==> src/rtl/mbp_pkg.sv <==
// Shared widths, request codes and divider result type for the bitmap page converter.
`timescale 1ns / 1ps

package mbp_pkg;

	// Fixed field widths of the request and response channels
	localparam int TYPE_W = 1;
	localparam int ROW_W  = 6;
	localparam int BYTE_W = 5;
	localparam int DATA_W = 8;
	localparam int IDX_W  = 10;

	// Request type codes
	localparam logic [TYPE_W-1:0] REQ_WRITE = 1'b0;
	localparam logic [TYPE_W-1:0] REQ_READ  = 1'b1;

	// First byte of the panel message
	localparam logic [DATA_W-1:0] HEADER_MAGIC = 8'h03;

	// Band and column of a message byte, handed back by the divider
	typedef struct packed {
		logic             done;
		logic [IDX_W-1:0] quot;
		logic [IDX_W-1:0] rem;
	} div_res_t;

endpackage

==> src/rtl/mbp_div.sv <==
// Constant divider that splits a message offset into band and column by reciprocal multiply.
`timescale 1ns / 1ps

module mbp_div #(
	parameter int DIVISOR = 160
) (
	input  logic                     clk,
	input  logic                     arst_n,
	input  logic                     start,
	input  logic [mbp_pkg::IDX_W-1:0] dividend,
	output mbp_pkg::div_res_t        res
);
	import mbp_pkg::*;

	// floor(n / DIVISOR) equals (n * RECIP) >> SHIFT for every IDX_W-bit n
	localparam int SHIFT   = IDX_W + $clog2(DIVISOR);
	localparam int RECIP   = ((2 ** SHIFT) + DIVISOR - 1) / DIVISOR;
	localparam int RECIP_W = IDX_W + 2;
	localparam int PROD_W  = IDX_W + RECIP_W;

	logic              vld_s1;
	logic              vld_s2;
	logic              done_q;
	logic [IDX_W-1:0]  num_s1;
	logic [IDX_W-1:0]  num_s2;
	logic [IDX_W-1:0]  quo_s2;
	logic [IDX_W-1:0]  quo_q;
	logic [IDX_W-1:0]  rem_q;

	logic [PROD_W-1:0] prod;
	logic [PROD_W-1:0] back;
	logic [IDX_W-1:0]  quo_nxt;
	logic [IDX_W-1:0]  rem_nxt;

	// Quotient in the first stage, remainder in the second
	always_comb begin
		prod    = PROD_W'(num_s1) * PROD_W'(RECIP);
		quo_nxt = IDX_W'(prod >> SHIFT);
		back    = PROD_W'(quo_s2) * PROD_W'(DIVISOR);
		rem_nxt = num_s2 - IDX_W'(back);
	end

	// Stage valids
	always_ff @(posedge clk or negedge arst_n) begin
		if (!arst_n) begin
			vld_s1 <= 1'b0;
			vld_s2 <= 1'b0;
			done_q <= 1'b0;
		end else begin
			vld_s1 <= start;
			vld_s2 <= vld_s1;
			done_q <= vld_s2;
		end
	end

	// Operand and result registers, held until the next start
	always_ff @(posedge clk) begin
		if (start) begin
			num_s1 <= dividend;
		end
		if (vld_s1) begin
			quo_s2 <= quo_nxt;
			num_s2 <= num_s1;
		end
		if (vld_s2) begin
			quo_q <= quo_s2;
			rem_q <= rem_nxt;
		end
	end

	assign res.done = done_q;
	assign res.quot = quo_q;
	assign res.rem  = rem_q;

endmodule
==> config.mk <==
export PLATFORM = sky130hd
export DESIGN_NAME = mbp_div
export DESIGN_NICKNAME = d
export VERILOG_FILES = /design/src/rtl/mbp_pkg.sv /design/src/rtl/mbp_div.sv
export SDC_FILE = /design/constraint.sdc
export NUM_CORES = 1
export LEC_CHECK = 0
export ABC_AREA = 1
export ABC_CLOCK_PERIOD_IN_PS = 12900
export BUFFER_PORTS_ARGS = -buffer_cell sky130_fd_sc_hd__buf_2
export CORE_MARGIN = 2
export CORE_UTILIZATION = 65
export CTS_CLUSTER_SIZE = 28
export DETAILED_ROUTE_END_ITERATION = 8
export PLACE_DENSITY = 0.86
export SYNTH_ARGS = -nofsm -noshare
export SYNTH_HDL_FRONTEND = slang
export SYNTH_SLANG_ARGS = --single-unit
==> constraint.sdc <==
create_clock -name clk -period 12.9 [get_ports clk]
set_clock_uncertainty 0.05 [all_clocks]
set_input_delay 1.935 -clock clk [delete_from_list [all_inputs] [get_ports clk]]
set_output_delay 1.935 -clock clk [all_outputs]
set_load 0.01 [all_outputs]
==> impl_results.md <==
* FILL cells at 340
* H-tree depth at 2
* Core area at 0.00517 mm²
* Clock Latency Late Sink at 300 ps
* Crit path from: num_s1[7]
* Switch Pwr at approximately 380 µW
* Internal Power at 431 µW
* #FFs+latches synth at 39
* Sw Share at 46.7%
* Worst Setup End Kind: register
* Die area at 0.00601 mm²
* CP bufs+invs at 2
* Routed Antenna Nets at 0
* Maximum root-to-sink buffer count at 2
* Final Max Tran Viols at 0
* Via count at 2384
* Total Neg Setup Slack at 0 ps
* Hold-fix buffers at CTS at 0
* Power per cell area at 212 mW/mm²
* Fin crit period at 4540 ps
* Largest net degree at the start of global routing at 15
* Number of port buffers at 26
* Synth Flop Type: edfxtp_1
* Fmax at 0.220 GHz
* Hold_ws at 380 ps
* Sequential Area at ~0.0012 mm²
* Most frequent cells in the layout: 92 x inv_1, 65 x ha_1, 62 x nand2_1
* WP data arrival at 4530 ps
* Final Power at just over 800 µW
* CTS tree: done
* Die Span Y at 77.5 µm
* WL per Instance at 16.4 µm
* Syn Area/Cell at 10.1 µm²
* Vias in the first global route at 2562
* Clock sinks at 39
* Layout area overhead at 8.33%
* CTS clk-pin slew, worst paths at around 90 ps
* Cell area after synthesis at 0.00351 mm²
* CTS root buf: clkbuf_8
* YS warnings at 0
* DRC viols at 0
* Gate power share at 64.5%
* Final worst path period share at around a third
* Worst min path class: register to register
* Starting Density at 67.9%
* Slowest CP cell: fa_1
* Yosys cell types at 24
* Starting DRT DRC Count at 105
* Mapped Cells at 349
* Crit Path Class: register to register
* Flop pwr share at 22.7%
* Avg Vias per Cell at about 5.3
* Hold path startpoint: num_s2[0]
* Max FO, Critical Path at 5
* Initial antenna violation count at 0
* Crit path launch type: register
* # nets final at 488
* N_diodes at 0
* Total of max-cap violations at 0
* Max VDD drop at between 0.00015 and 0.0002 V
* First-pass GRT wire length at approximately 12 mm
* Clk pwr share at between 10% and 20%
* Leakage dissipation at 2.07 nW
* Slew headroom at 56.6%
* Worst-margin pin slew at ~650 ps
* Worst path max stage delay at ~600 ps
* Drt first pass iters at 4
* Ys async rst share at 7.69%
* Post-CTS Setup Bufs at 0
* I/O pin count at 34
* HPWL Detailed at roughly 5.7 mm
* Setup repair after global routing missed its margin: no
* Die W at 77.5 µm
* Setup violators final at 0
* Final hold violations at 0
* R2r startpoint: num_s1[7]
* Status: complete, no violations
* Share of cells above drive strength 1 at 11.5%
* Sequential fraction of the synthesis area at 32.9%
* Residual overflow from global routing at 0
* Gr usage total at 26.7%
* Post_cts resized at 0
* Crit-path most repeated cell: fa_1
* CP Cell Sequence: fa_1 > inv_1 > fa_1 > fa_1 > inv_1 > fa_1 > fa_1 > ha_1 > nand2_1 > nor2_1 > nand2_1 > o21ai_1 > nand2_1 > nand3_1 > nand2_1
* EDFF count, synth at 36
* WL final at 7.38 mm
* Worst Path Required at roughly 13000 ps
* Kind of cell adding the most delay to the critical path: adder cells
* Most common cell after layout, fill and taps aside: inv_1
* Area of the multi-input gates at 0.00198 mm²
* Number of placement rows at 26
* Final GP Congestion at about 0.9
* Num CTS Buffers at 5
==> worst reg2reg max path, stage by stage (launching register included) <==
cell      delay (ps)
edfxtp_1         510
fa_1             590
inv_1             60
fa_1             480
fa_1             530
inv_1             50
fa_1             520
fa_1             460
ha_1             340
nand2_1          100
nor2_1           100
nand2_1           80
o21ai_1          150
nand2_1           80
nand3_1           70
nand2_1          100
==> Yosys cell counts, types with 2 or more instances <==
library cell	number	area, µm²
a21oi_1	11	55.1
inv_1	92	345
xnor2_1	4	35.0
nand3_1	4	20.0
xor2_1	3	26.3
nand3_2	2	20.0
dfrtp_1	3	75.1
nand2_1	62	233
edfxtp_1	36	1080
ha_1	65	813
nand2_2	3	18.8
buf_4	8	60.1
fa_1	30	601
nand4_1	2	12.5
nor2_1	12	45.0
nor2_2	4	25.0
==> per-stage QoR <==
step	util [%]	instances	worst slack [ps]	instance area, µm²
4_1_cts	73.6	451	8420	3810
3_5_place_dp	71.4	443	8500	3690
6_report	73.6	451	8360	3810
5_1_grt	73.6	451	8220	3810
2_1_floorplan	-	355	8760	3540
3_3_place_gp	71.4	443	8560	3690
==> sequential cells by signal (all words and copies together), names as in the netlist <==
name,count
num_s1,10
rem_q,10
quo_s2,3
vld_s1,1
vld_s2,1
num_s2,10
quo_q,3
done_q,1
==> routing by layer <==
layer / part of all wire [%] / wire [µm] / track usage [%]
met1: 37 / 2700 / 30.0
met4: 4.7 / 349 / 16.4
met2: 53 / 3940 / 47.7
met3: 5.2 / 386 / 3.95
met5: 0 / 0 / 0
==> cells by family after synthesis <==
kind of cell / Yosys count / share of synthesized area, %
buffers and inverters: 100 / 11.5
AND/OR/NAND/NOR: 92 / 11.2
AO/OA/AOI/OAI: 15 / 2.28
other: 1 / 0.107
adder cells (fa/ha/maj): 95 / 40.2
XOR/XNOR: 7 / 1.74
flip-flops: 39 / 32.9
==> final cells by class <==
class / instances / share of cell area (%)
clock buffer: 5 / 1.81
tap: 70 / 2.30
clock inverter: 3 / 1.15
sequential: 39 / 30.4
multi-input combinational: 216 / 51.9
timing repair buffer: 26 / 3.42
inverter: 92 / 9.07
==> path summary, 6_finish.rpt <==
path / end / slack, ps / depth (start not counted)
max: quo_s2[0] / 8360 / 15
min: rem_q[0] / 380 / 0
max reg2reg: quo_s2[0] / 8360 / 15
min reg2reg: rem_q[0] / 380 / 0
max in group asynchronous: vld_s1 / 11330 / 1
min in group asynchronous: vld_s2 / 1360 / 1
==> power by group through the flow <==
stage                     Sequential (mW)  Combinational, mW  Clock [mW]
after floorplan                     0.187              0.378           0
after global placement              0.185              0.475           0
after detailed placement            0.186              0.500           0
after CTS                           0.184              0.517       0.105
after global routing                0.186              0.592       0.108
final                               0.184              0.521       0.104
Power figures use the tool's default switching activity.
